File: config.mk
export PLATFORM = sky130hd
export DESIGN_NAME = running_median_speed_filter_core_flat
export DESIGN_NICKNAME = d
export VERILOG_FILES = /design/src/rtl/core/rmsf_pkg.sv /design/src/rtl/core/rmsf_in_if.sv /design/src/rtl/core/rmsf_out_if.sv /design/src/rtl/core/rmsf_front.sv /design/src/rtl/core/rmsf_fifo.sv /design/src/rtl/core/rmsf_back.sv /design/src/rtl/core/running_median_speed_filter_core.sv /design/src/flat_wrapper.sv
export SDC_FILE = /design/constraint.sdc
export NUM_CORES = 2
export LEC_CHECK = 0
export ABC_AREA = 1
export ABC_CLOCK_PERIOD_IN_PS = 16900
export BUFFER_PORTS_ARGS = -buffer_cell sky130_fd_sc_hd__buf_2
export CAP_MARGIN = 20
export CORE_MARGIN = 2
export CORE_UTILIZATION = 60
export CTS_BUF_LIST = sky130_fd_sc_hd__clkbuf_4
export CTS_CLUSTER_DIAMETER = 80
export CTS_CLUSTER_SIZE = 25
export DETAILED_ROUTE_END_ITERATION = 16
export GPL_TIMING_DRIVEN = 0
export PLACE_DENSITY = 0.76
export SLEW_MARGIN = 5
export SYNTH_ARGS = -nofsm -noshare
export SYNTH_HDL_FRONTEND = slang
export SYNTH_HIERARCHICAL = 1
export SYNTH_SLANG_ARGS = --single-unit
export TNS_END_PERCENT = 20
File: constraint.sdc
create_clock -name clk_i -period 16.9 [get_ports clk_i]
set_input_delay 2.535 -clock clk_i [delete_from_list [all_inputs] [get_ports clk_i]]
set_output_delay 2.535 -clock clk_i [all_outputs]
set_load 0.05 [all_outputs]
File: src/rtl/core/rmsf_pkg.sv
// ----------------------------------------------------------------------------
// rmsf_pkg
// Shared widths, defaults and state encodings of the running median speed
// filter.
// ----------------------------------------------------------------------------
package rmsf_pkg;

  localparam int unsigned DIST_W          = 24;
  localparam int unsigned TIME_W          = 16;
  localparam int unsigned MEDIAN_W        = 24;
  localparam int unsigned WINDOW_LEN_DEF  = 15;
  localparam int unsigned SPEED_WIDTH_DEF = 24;
  localparam int unsigned QUEUE_DEPTH     = 2;

  typedef enum logic [2:0] {
    FS_IDLE = 3'b001,
    FS_DIV  = 3'b010,
    FS_PUSH = 3'b100
  } rmsf_front_state_e;

  typedef enum logic [3:0] {
    BS_IDLE = 4'b0001,
    BS_DEL  = 4'b0010,
    BS_INS  = 4'b0100,
    BS_OUT  = 4'b1000
  } rmsf_back_state_e;

endpackage

File: src/rtl/core/rmsf_in_if.sv
// ----------------------------------------------------------------------------
// rmsf_in_if
// Input channel: one track segment word per handshake.
// ----------------------------------------------------------------------------
interface rmsf_in_if import rmsf_pkg::*; ();
  logic              valid;
  logic              ready;
  logic [DIST_W-1:0] distance_cm;
  logic [TIME_W-1:0] time_step_s;
  logic              point_deleted;

  modport source (output valid, output distance_cm, output time_step_s,
                  output point_deleted, input ready);
  modport sink   (input valid, input distance_cm, input time_step_s,
                  input point_deleted, output ready);
endinterface

File: src/rtl/core/rmsf_out_if.sv
// ----------------------------------------------------------------------------
// rmsf_out_if
// Output channel: one median speed word per handshake.
// ----------------------------------------------------------------------------
interface rmsf_out_if import rmsf_pkg::*; ();
  logic                valid;
  logic                ready;
  logic [MEDIAN_W-1:0] median_speed;

  modport source (output valid, output median_speed, input ready);
  modport sink   (input valid, input median_speed, output ready);
endinterface

File: src/rtl/core/rmsf_front.sv
// ----------------------------------------------------------------------------
// rmsf_front
// Accepts segments and forms the speed with a restoring divider, one
// quotient bit per cycle, then hands speed and deleted flag to the queue.
// ----------------------------------------------------------------------------
module rmsf_front import rmsf_pkg::*; #(
  parameter int unsigned SPEED_WIDTH = SPEED_WIDTH_DEF
) (
  input  logic                 clk_i,
  input  logic                 rst_ni,
  rmsf_in_if.sink              in_i,
  output logic                 push_valid_o,
  input  logic                 push_ready_i,
  output logic [SPEED_WIDTH:0] push_data_o
);

  localparam int unsigned CntW = $clog2(DIST_W);
  localparam logic [32:0] SpdMax = (33'd1 << SPEED_WIDTH) - 33'd1;

  rmsf_front_state_e state_q, state_d;
  logic [DIST_W-1:0] dvd_q, dvd_d;
  logic [TIME_W-1:0] rem_q, rem_d;
  logic [TIME_W-1:0] dt_q, dt_d;
  logic              del_q, del_d;
  logic [CntW-1:0]   cnt_q, cnt_d;
  logic [TIME_W:0]   trial;
  logic              fits;
  logic [32:0]       quo_ext;
  logic [SPEED_WIDTH-1:0] speed;

  assign trial = {rem_q, dvd_q[DIST_W-1]};
  assign fits  = (trial >= {1'b0, dt_q});

  // Quotients beyond the speed range saturate.
  assign quo_ext = 33'(dvd_q);
  assign speed   = (quo_ext > SpdMax) ? SpdMax[SPEED_WIDTH-1:0]
                                      : quo_ext[SPEED_WIDTH-1:0];

  assign in_i.ready   = (state_q == FS_IDLE);
  assign push_valid_o = (state_q == FS_PUSH);
  assign push_data_o  = {del_q, speed};

  always_comb begin
    state_d = state_q;
    dvd_d   = dvd_q;
    rem_d   = rem_q;
    dt_d    = dt_q;
    del_d   = del_q;
    cnt_d   = cnt_q;
    case (state_q)
      FS_IDLE: begin
        if (in_i.valid) begin
          del_d = in_i.point_deleted;
          dt_d  = in_i.time_step_s;
          rem_d = '0;
          cnt_d = CntW'(DIST_W - 1);
          if (in_i.time_step_s == '0) begin
            dvd_d   = '0;
            state_d = FS_PUSH;
          end else begin
            dvd_d   = in_i.distance_cm;
            state_d = FS_DIV;
          end
        end
      end
      FS_DIV: begin
        rem_d = fits ? TIME_W'(trial - {1'b0, dt_q}) : trial[TIME_W-1:0];
        dvd_d = {dvd_q[DIST_W-2:0], fits};
        cnt_d = cnt_q - 1'b1;
        if (cnt_q == '0) begin
          state_d = FS_PUSH;
        end
      end
      FS_PUSH: begin
        if (push_ready_i) begin
          state_d = FS_IDLE;
        end
      end
      default: state_d = FS_IDLE;
    endcase
  end

  always_ff @(posedge clk_i or negedge rst_ni) begin
    if (!rst_ni) begin
      state_q <= FS_IDLE;
    end else begin
      state_q <= state_d;
    end
  end

  always_ff @(posedge clk_i) begin
    dvd_q <= dvd_d;
    rem_q <= rem_d;
    dt_q  <= dt_d;
    del_q <= del_d;
    cnt_q <= cnt_d;
  end

endmodule

File: src/rtl/core/rmsf_fifo.sv
// ----------------------------------------------------------------------------
// rmsf_fifo
// Short queue between the divider front and the window back.
// ----------------------------------------------------------------------------
module rmsf_fifo import rmsf_pkg::*; #(
  parameter int unsigned WIDTH = SPEED_WIDTH_DEF + 1
) (
  input  logic             clk_i,
  input  logic             rst_ni,
  input  logic             push_valid_i,
  output logic             push_ready_o,
  input  logic [WIDTH-1:0] push_data_i,
  output logic             pop_valid_o,
  input  logic             pop_ready_i,
  output logic [WIDTH-1:0] pop_data_o
);

  localparam int unsigned AW = (QUEUE_DEPTH > 1) ? $clog2(QUEUE_DEPTH) : 1;
  localparam int unsigned CW = $clog2(QUEUE_DEPTH + 1);

  logic [WIDTH-1:0] mem_q [QUEUE_DEPTH];
  logic [AW-1:0]    wr_q, rd_q;
  logic [CW-1:0]    cnt_q;
  logic             do_push, do_pop;

  assign push_ready_o = (cnt_q != CW'(QUEUE_DEPTH));
  assign pop_valid_o  = (cnt_q != '0);
  assign pop_data_o   = mem_q[rd_q];
  assign do_push      = push_valid_i && push_ready_o;
  assign do_pop       = pop_valid_o && pop_ready_i;

  function automatic logic [AW-1:0] wrap_inc(input logic [AW-1:0] p);
    return (p == AW'(QUEUE_DEPTH - 1)) ? '0 : AW'(p + 1'b1);
  endfunction

  always_ff @(posedge clk_i or negedge rst_ni) begin
    if (!rst_ni) begin
      wr_q  <= '0;
      rd_q  <= '0;
      cnt_q <= '0;
    end else begin
      if (do_push) begin
        wr_q <= wrap_inc(wr_q);
      end
      if (do_pop) begin
        rd_q <= wrap_inc(rd_q);
      end
      if (do_push && !do_pop) begin
        cnt_q <= cnt_q + 1'b1;
      end else if (do_pop && !do_push) begin
        cnt_q <= cnt_q - 1'b1;
      end
    end
  end

  always_ff @(posedge clk_i) begin
    if (do_push) begin
      mem_q[wr_q] <= push_data_i;
    end
  end

endmodule

File: src/rtl/core/rmsf_back.sv
// ----------------------------------------------------------------------------
// rmsf_back
// Keeps the speed window in arrival order and a sorted copy of it. Each
// word removes the oldest speed from the sorted copy once the window is full,
// inserts the new one, and reads the median at the middle position.
// ----------------------------------------------------------------------------
module rmsf_back import rmsf_pkg::*; #(
  parameter int unsigned WINDOW_LEN  = WINDOW_LEN_DEF,
  parameter int unsigned SPEED_WIDTH = SPEED_WIDTH_DEF
) (
  input  logic                 clk_i,
  input  logic                 rst_ni,
  input  logic                 pop_valid_i,
  output logic                 pop_ready_o,
  input  logic [SPEED_WIDTH:0] pop_data_i,
  rmsf_out_if.source           out_o
);

  localparam int unsigned CW     = $clog2(WINDOW_LEN + 1);
  localparam int unsigned MidIdx = WINDOW_LEN >> 1;

  rmsf_back_state_e state_q, state_d;
  logic [SPEED_WIDTH-1:0] win_q [WINDOW_LEN];
  logic [SPEED_WIDTH-1:0] srt_q [WINDOW_LEN];
  logic [SPEED_WIDTH-1:0] del_arr [WINDOW_LEN];
  logic [SPEED_WIDTH-1:0] ins_arr [WINDOW_LEN];
  logic [SPEED_WIDTH-1:0] spd_q;
  logic                   del_q;
  logic [CW-1:0]          cnt_q;
  logic [CW-1:0]          icnt;
  logic                   full;
  logic                   out_valid_q;
  logic [MEDIAN_W-1:0]    med_q;
  logic [31:0]            med_ext;

  assign full        = (cnt_q == CW'(WINDOW_LEN));
  assign pop_ready_o = (state_q == BS_IDLE) && !out_valid_q;
  assign out_o.valid        = out_valid_q;
  assign out_o.median_speed = med_q;
  assign med_ext     = 32'(srt_q[MidIdx]);

  // Dropping the oldest value: every slot from the first one not below it
  // takes its upper neighbor, which removes exactly one copy.
  always_comb begin
    for (int p = 0; p < WINDOW_LEN - 1; p++) begin
      del_arr[p] = (srt_q[p] < win_q[0]) ? srt_q[p] : srt_q[p + 1];
    end
    del_arr[WINDOW_LEN-1] = srt_q[WINDOW_LEN-1];
  end

  // Insertion into the first icnt sorted slots; slots past icnt are empty.
  assign icnt = full ? CW'(WINDOW_LEN - 1) : cnt_q;

  always_comb begin
    ins_arr[0] = ((icnt == '0) || (srt_q[0] > spd_q)) ? spd_q : srt_q[0];
    for (int p = 1; p < WINDOW_LEN; p++) begin
      if ((CW'(p - 1) < icnt) && (srt_q[p-1] > spd_q)) begin
        ins_arr[p] = srt_q[p-1];
      end else if ((CW'(p) >= icnt) || (srt_q[p] > spd_q)) begin
        ins_arr[p] = spd_q;
      end else begin
        ins_arr[p] = srt_q[p];
      end
    end
  end

  always_comb begin
    state_d = state_q;
    case (state_q)
      BS_IDLE: begin
        if (pop_valid_i && !out_valid_q) begin
          state_d = full ? BS_DEL : BS_INS;
        end
      end
      BS_DEL:  state_d = BS_INS;
      BS_INS:  state_d = BS_OUT;
      BS_OUT:  state_d = BS_IDLE;
      default: state_d = BS_IDLE;
    endcase
  end

  always_ff @(posedge clk_i or negedge rst_ni) begin
    if (!rst_ni) begin
      state_q     <= BS_IDLE;
      cnt_q       <= '0;
      out_valid_q <= 1'b0;
    end else begin
      state_q <= state_d;
      if ((state_q == BS_INS) && !full) begin
        cnt_q <= cnt_q + 1'b1;
      end
      if ((state_q == BS_OUT) && !del_q) begin
        out_valid_q <= 1'b1;
      end else if (out_o.ready) begin
        out_valid_q <= 1'b0;
      end
    end
  end

  always_ff @(posedge clk_i) begin
    if (pop_valid_i && pop_ready_o) begin
      spd_q <= pop_data_i[SPEED_WIDTH-1:0];
      del_q <= pop_data_i[SPEED_WIDTH];
    end
    if (state_q == BS_DEL) begin
      srt_q <= del_arr;
    end
    if (state_q == BS_INS) begin
      srt_q <= ins_arr;
      for (int p = 0; p < WINDOW_LEN - 1; p++) begin
        win_q[p] <= win_q[p + 1];
      end
      win_q[WINDOW_LEN-1] <= spd_q;
    end
    if (state_q == BS_OUT) begin
      med_q <= full ? med_ext[MEDIAN_W-1:0] : '0;
    end
  end

endmodule

File: src/rtl/core/running_median_speed_filter_core.sv
// ----------------------------------------------------------------------------
// running_median_speed_filter_core
// An accepted segment passes the divider front, the queue and the window
// back before its median word leaves; deleted segments give no word.
// The 24-step bit-serial divider sets the pace: the front takes no new
// segment until the speed of the last one is handed to the queue.
// A zero time step skips the divider; the window back then sets the pace.
// Reset clears control state and the fill count; no clearing pass is needed.
// ----------------------------------------------------------------------------
module running_median_speed_filter_core import rmsf_pkg::*; #(
  parameter int unsigned WINDOW_LEN  = WINDOW_LEN_DEF,
  parameter int unsigned SPEED_WIDTH = SPEED_WIDTH_DEF
) (
  input  logic       clk_i,
  input  logic       rst_ni,
  rmsf_in_if.sink    in_i,
  rmsf_out_if.source out_o
);

  logic                 push_valid, push_ready;
  logic [SPEED_WIDTH:0] push_data;
  logic                 pop_valid, pop_ready;
  logic [SPEED_WIDTH:0] pop_data;

  rmsf_front #(
    .SPEED_WIDTH(SPEED_WIDTH)
  ) u_front (
    .clk_i       (clk_i),
    .rst_ni      (rst_ni),
    .in_i        (in_i),
    .push_valid_o(push_valid),
    .push_ready_i(push_ready),
    .push_data_o (push_data)
  );

  rmsf_fifo #(
    .WIDTH(SPEED_WIDTH + 1)
  ) u_fifo (
    .clk_i       (clk_i),
    .rst_ni      (rst_ni),
    .push_valid_i(push_valid),
    .push_ready_o(push_ready),
    .push_data_i (push_data),
    .pop_valid_o (pop_valid),
    .pop_ready_i (pop_ready),
    .pop_data_o  (pop_data)
  );

  rmsf_back #(
    .WINDOW_LEN (WINDOW_LEN),
    .SPEED_WIDTH(SPEED_WIDTH)
  ) u_back (
    .clk_i      (clk_i),
    .rst_ni     (rst_ni),
    .pop_valid_i(pop_valid),
    .pop_ready_o(pop_ready),
    .pop_data_i (pop_data),
    .out_o      (out_o)
  );

endmodule

File: src/flat_wrapper.sv
// flat-port wrapper written by rule: the top's interface ports become plain ports
module running_median_speed_filter_core_flat import rmsf_pkg::*;
#(
  parameter int unsigned WINDOW_LEN  = WINDOW_LEN_DEF,
  parameter int unsigned SPEED_WIDTH = SPEED_WIDTH_DEF
)
  (clk_i, rst_ni, in_i_valid, in_i_distance_cm, in_i_time_step_s, in_i_point_deleted, in_i_ready, out_o_valid, out_o_median_speed, out_o_ready);
  rmsf_in_if in_i_i ();
  rmsf_out_if out_o_i ();
  input  logic clk_i;
  input  logic rst_ni;
  input wire logic [$bits(in_i_i.valid)-1:0] in_i_valid;
  input wire logic [$bits(in_i_i.distance_cm)-1:0] in_i_distance_cm;
  input wire logic [$bits(in_i_i.time_step_s)-1:0] in_i_time_step_s;
  input wire logic [$bits(in_i_i.point_deleted)-1:0] in_i_point_deleted;
  output wire logic [$bits(in_i_i.ready)-1:0] in_i_ready;
  output wire logic [$bits(out_o_i.valid)-1:0] out_o_valid;
  output wire logic [$bits(out_o_i.median_speed)-1:0] out_o_median_speed;
  input wire logic [$bits(out_o_i.ready)-1:0] out_o_ready;
  assign in_i_i.valid = in_i_valid;
  assign in_i_i.distance_cm = in_i_distance_cm;
  assign in_i_i.time_step_s = in_i_time_step_s;
  assign in_i_i.point_deleted = in_i_point_deleted;
  assign in_i_ready = in_i_i.ready;
  assign out_o_valid = out_o_i.valid;
  assign out_o_median_speed = out_o_i.median_speed;
  assign out_o_i.ready = out_o_ready;
  running_median_speed_filter_core #(.WINDOW_LEN(WINDOW_LEN), .SPEED_WIDTH(SPEED_WIDTH)) u_core (.clk_i(clk_i), .rst_ni(rst_ni), .in_i(in_i_i), .out_o(out_o_i));
endmodule
After elaboration in Yosys (flattened, before gate mapping)
Memory sizes are Yosys's and may differ from the RTL's. A register that Yosys moved wholly into a read port is not among the register bits.
Cells that the tools add are included.

cells by class
  reductions and logical operators = 69
  add/subtract/negate cells = 7
  multiplexer cells = 73
  equal/unequal tests = 41
  $lt $le $gt $ge = 59

operator list
  cell                  number
  $mux 24               46
  $mux 360              2
  $gt 24x24->1          15
  $lt 24x24->1          14
  $pmux 24 s2           1
  $reduce_and 3->1      15
  $ne 3x3->1 const B    13
  $mux 16               2
  $ne 2x1->1 const B    16
  $pmux 16 s2           1
  $ge 4x4->1 const A    7
  $gt 24x24->1 const B  1
  $lt 4x4->1 const A    6
  $logic_and 1x1->1     22
  $ge 17x16->1          1
  $ge 3x4->1 const A    4
  $logic_not 16->1      1
  $lt 3x4->1 const A    4
  $sub 16x16->16        1
  $logic_or 1x1->1      15
  $mux 3                5
  $pmux 4 s3            1
  $reduce_bool 2->1     6
  $pmux 5 s2            1
  other kinds (26)      49

storage, ports and cells
  logic and storage cells = 279
  output and inout port bits = 26
  memories = 2
  bits in writable memories = 410
  flip-flop bits (word level) = 462

memories
  name                 words  width  rd ports  clocked after Yosys merged registers in  write ports  RTL line         source
  u_core.u_back.win_q  15     24     15        0                                        15           rmsf_back.sv:23  logic [SPEED_WIDTH-1:0] win_q [WINDOW_LEN];
  u_core.u_fifo.mem_q  2      25     1         1                                        1            rmsf_fifo.sv:21  logic [WIDTH-1:0] mem_q [QUEUE_DEPTH];

Longest topological paths before layout
  depth after elaboration = 7
  depth in mapped cells = 16
  depth with buffers taken out = 15

Hierarchy
The synthesis kept the hierarchy.

by module, submodules not included
  module      cells each  area each (um^2)  times used
  rmsf_back   5237        48178.7           1
  rmsf_front  522         4155.2            1
  rmsf_fifo   159         2084.5            1

Worst setup path after synthesis
OpenSTA, ideal clock, no wires.

  path kind = reg-to-reg
  start point = register u_core.u_back.state_q[1]
  end point = memory u_core/u_back/win_q[0][0] in the netlist's numbering (enable)
  period minus slack after synthesis = 11810 ps
  stages on the path, launching flop included = 7
  required time = 16036 ps
  slack = 5090 ps
  library setup time = 864 ps
  path buffers = 3
  data arrival time = 10946 ps
  cell sequence = dfrtp_1 nor2_1 inv_1 nor3_1 buf_2 buf_2 buf_1

RTL lines
  element                   RTL line         source
  start: declaration        rmsf_back.sv:22  rmsf_back_state_e state_q, state_d;
  start signal: assignment  rmsf_back.sv:88  state_q <= state_d;
  end: declaration          rmsf_back.sv:23

Worst setup path after layout
  start point = register u_core.u_front.state_q[0]
  end point = output port in_i_ready

on the way
  longest elaborated chain between the ends = 1

RTL lines
  element                   RTL line            source
  start: declaration        rmsf_front.sv:20    rmsf_front_state_e state_q, state_d;
  start signal: assignment  rmsf_front.sv:87    state_q <= state_d;
  $eq 3x1->1                rmsf_front.sv:39    assign in_i.ready = (state_q == FS_IDLE);
  end: declaration          flat_wrapper.sv:16  output wire logic [$bits(in_i_i.ready)-1:0] in_i_ready;

No other way between the ends.

==> results.toml <==
[critical_path]
path_class = "reg2out"
critPathLaunchType = "register"
rr_worst_depth = 13
cp.arrival_ns = 2.31
path_max_fanout = 4
cp-end-kind = "output port"
required_ns = 14.37

[timing]
worstMarginPinSlew_ns = 1.30
rsz0062_at_grt = "no"
fin_setup_tns_ns = 0
clock.fmax_mhz = 207
finClkSkew_ns = 0.0903
relSlewSlack_pct = 13.0
slew_violations = 0
layout_min_cycle_time_ns = 4.84
setup_viol = 0
hold_viol_final = 0
post-route-period-util_pct = 28.6

[placement]
place.gp.congestion = 1.00
dpl.hpwl_mm = 121
dp.cells = 7204
io_buffer_count = 70

[die]
initial_utilization_pct = 60.5
num_rows = 110
ios = 71
die_area_um2 = 93100
coreArea_um2 = 90000
die_y_um = 305
die_w_um = 305

[detailed_routing]
dr_total_vias = 44149
vias_per_cell = 6.04
drc = 0
wire_per_inst_um = 22.4
drt_iter0_drc = 5581
dr.pass1.iters = 10
wl_mm = 164
ant_nets = 0

[synthesis]
synth_area_leaders = "edfxtp_1, ha_1, nand2_1"
synthDistinctLibCells = 52
async_flop_share_pct = 1.78
ys_warn_count = 6
synth-seq-area-share_pct = 49.4
synth_edf_count = 881
yosys_most_used_dff = "edfxtp_1"
postSynthAreaPerCell_um2 = 9.20
synth_fp_nets = 6665
synth_cells = 5918
yosys.area.top_type = "edfxtp_1"
synth.top_cell.area_share_pct = 48.6
netlist_area_um2 = 54400
ys_ff_latch = 897

[cts]
post_cts_buffers = 0
cts_tree = "done"
cts_buffers = 52
cts_sinks = 897
path_clk_slew_ns = 0.26
clk_latency_ns = 1.02
ctsHtreeMaxLevel = 2
hold_buffers = 0
cts_resized = 0
cts_root_buf = "clkbuf_4"
cts_buffer_depth = 3

[cells_and_area]
final_cells = 7304
seq_area_um2 = 26900
num-nets-final = 6835
final_layout_size_suffix_gt1_share_pct = 5.89
final_core_util_pct = 64.6
syn_to_final_growth_pct = 6.91
multi_input_area_um2 = 24500
n_fill_cell = 7415

[global_routing]
grt-ovfl-total = 0
grt_util_met3_pct = 7.32
grt_use_total_pct = 35.0
grtUsageMet2_pct = 51.1
grt_util_met1_pct = 48.2
grt_max_degree = 44
antenna_found_initial = 6
first_global_vias = 41452
grt_busiest_layer = "met2"
grt_pass1_wl_mm = 244

[hold_path]
min_path_cells = 0
hold_path.class = "reg2reg"

[run_status]
status = "finished, final reports clean"

[power_and_ir_drop]
irDropWorstVdd_mv = 0.170
power_density_nw_per_um2 = 148
power_leakage_nw = 27.1

[run]
max_cap_violations = 0
==> power by group <==
group	leakage (nW)	switching, mW	internal [mW]	total [mW]
registers	8.26	0.339	3.12	3.46
logic	18.4	2.89	1.32	4.21
clock network	0.453	0.707	0.266	0.972
total	27.1	3.94	4.70	8.64
==> synthesized netlist by cell type, types with 2 or more instances <==
cell type	instances
inv_1	542
nor2_4	6
nand2_4	4
o21a_1	19
xnor2_1	3
nand4_1	248
and2_1	3
buf_6	10
clkbuf_1	131
a21oi_4	2
buf_2	36
nand3_2	6
o211ai_1	13
buf_4	4
nor2_2	12
clkinv_1	23
o21ai_1	6
nand3_1	329
nor3_1	19
inv_2	6
o21bai_1	4
xor2_1	11
a21oi_1	296
buf_8	2
inv_4	2
nand2_1	1966
nand3_4	2
a21boi_0	3
o21ai_0	207
ha_1	701
nor4_1	6
nor2_1	312
nand2_2	14
a211oi_1	12
edfxtp_1	881
dfstp_2	2
a21o_1	19
nand3b_1	13
dfrtp_1	14
buf_1	17
==> layout by cell type (no fill, tap or decap), types with 20 or more instances in the layout <==
| cell type | instances |
|---|---|
| a21oi_1 | 296 |
| buf_16 | 20 |
| buf_2 | 108 |
| clkbuf_1 | 131 |
| clkbuf_4 | 64 |
| edfxtp_1 | 881 |
| ha_1 | 701 |
| inv_1 | 542 |
| nand2_1 | 1966 |
| nand3_1 | 329 |
| nand4_1 | 248 |
| nor2_1 | 294 |
| nor2_2 | 29 |
| o21ai_0 | 206 |
==> worst max-delay path, cell delays in order (launching register included) <==
cell and delay (ns):
dfstp_2 0.62, inv_1 0.05, nor3_1 0.31, buf_2 0.34
==> final timing paths <==
check                                              endpoint  slack (ns)                         from
worst max-delay path                             in_i_ready       12.06    u_core/u_front/state_q[0]
worst min-delay path            u_core/u_back/win_q[0][136]        0.43  u_core/u_back/win_q[0][160]
worst max register to register      u_core/u_back/srt_q[36]       12.12      u_core/u_back/spd_q[19]
worst min register to register  u_core/u_back/win_q[0][136]        0.43  u_core/u_back/win_q[0][160]
max in group asynchronous          u_core/u_back/state_q[0]       15.09                       rst_ni
min in group asynchronous            u_core/u_back/cnt_q[0]        1.43                       rst_ni
==> sequential cells by signal, indices dropped and copies added (netlist names) <==
signal                            cells
u_core/u_back/cnt_q                   4
u_core/u_back/out_o.median_speed     24
u_core/u_back/out_o.valid             1
u_core/u_fifo/cnt_q                   2
u_core/u_back/med_ext                24
u_core/u_back/del_arr                24
u_core/u_back/state_q                 4
u_core/u_front/dvd_q                 24
u_core/u_front/state_q                3
u_core/u_fifo/wr_q                    1
u_core/u_front/del_q                  1
u_core/u_fifo/mem_q                  50
u_core/u_front/dt_q                  16
u_core/u_back/win_q                 360
u_core/u_fifo/rd_q                    1
u_core/u_front/rem_q                 16
u_core/u_back/del_q                   1
u_core/u_back/spd_q                  24
u_core/u_front/cnt_q                  5
u_core/u_back/srt_q                 312
==> cell families (layout without fill, tap and decap cells) <==
kind of cell             count (synthesis)  after routing  synth area share, %
adder cells (fa/ha/maj)                702            702                 16.2
other                                    0              3                    0
buffers and inverters                  774            981                 5.65
AND/OR/NAND/NOR                       2944           2944                 22.8
XOR/XNOR                                14             14                0.225
AO/OA/AOI/OAI                          587            587                 5.81
flip-flops                             897            897                 49.4
==> routing by layer <==
layer  routed length [µm]  up-vias
li1                     -    20616
met1                63600    20537
met2                68000     2524
met3                21100      468
met4                11300        4
met5                   27        -
==> layout make-up <==
type	instances	area share [%]
antenna	3	0.0129
buffer	200	1.57
clock buffer	64	0.826
clock inverter	27	0.632
inverter	574	3.77
multi-input combinational	4247	42.2
sequential	897	46.2
tap	1176	2.53
timing repair buffer	116	2.31
==> stage by stage <==
stage	total power [mW]	setup slack [ns]	area, µm²	hold slack, ns
6_report	8.64	12.06	58200	0.425
5_1_grt	9.21	11.86	58200	0.438
4_1_cts	8.52	11.94	58000	0.432
3_5_place_dp	7.55	12.28	57200	0.405
3_3_place_gp	7.41	0.855	56200	0.400
2_1_floorplan	6.18	5.09	54400	0.400
Power figures use the tool's default switching activity.
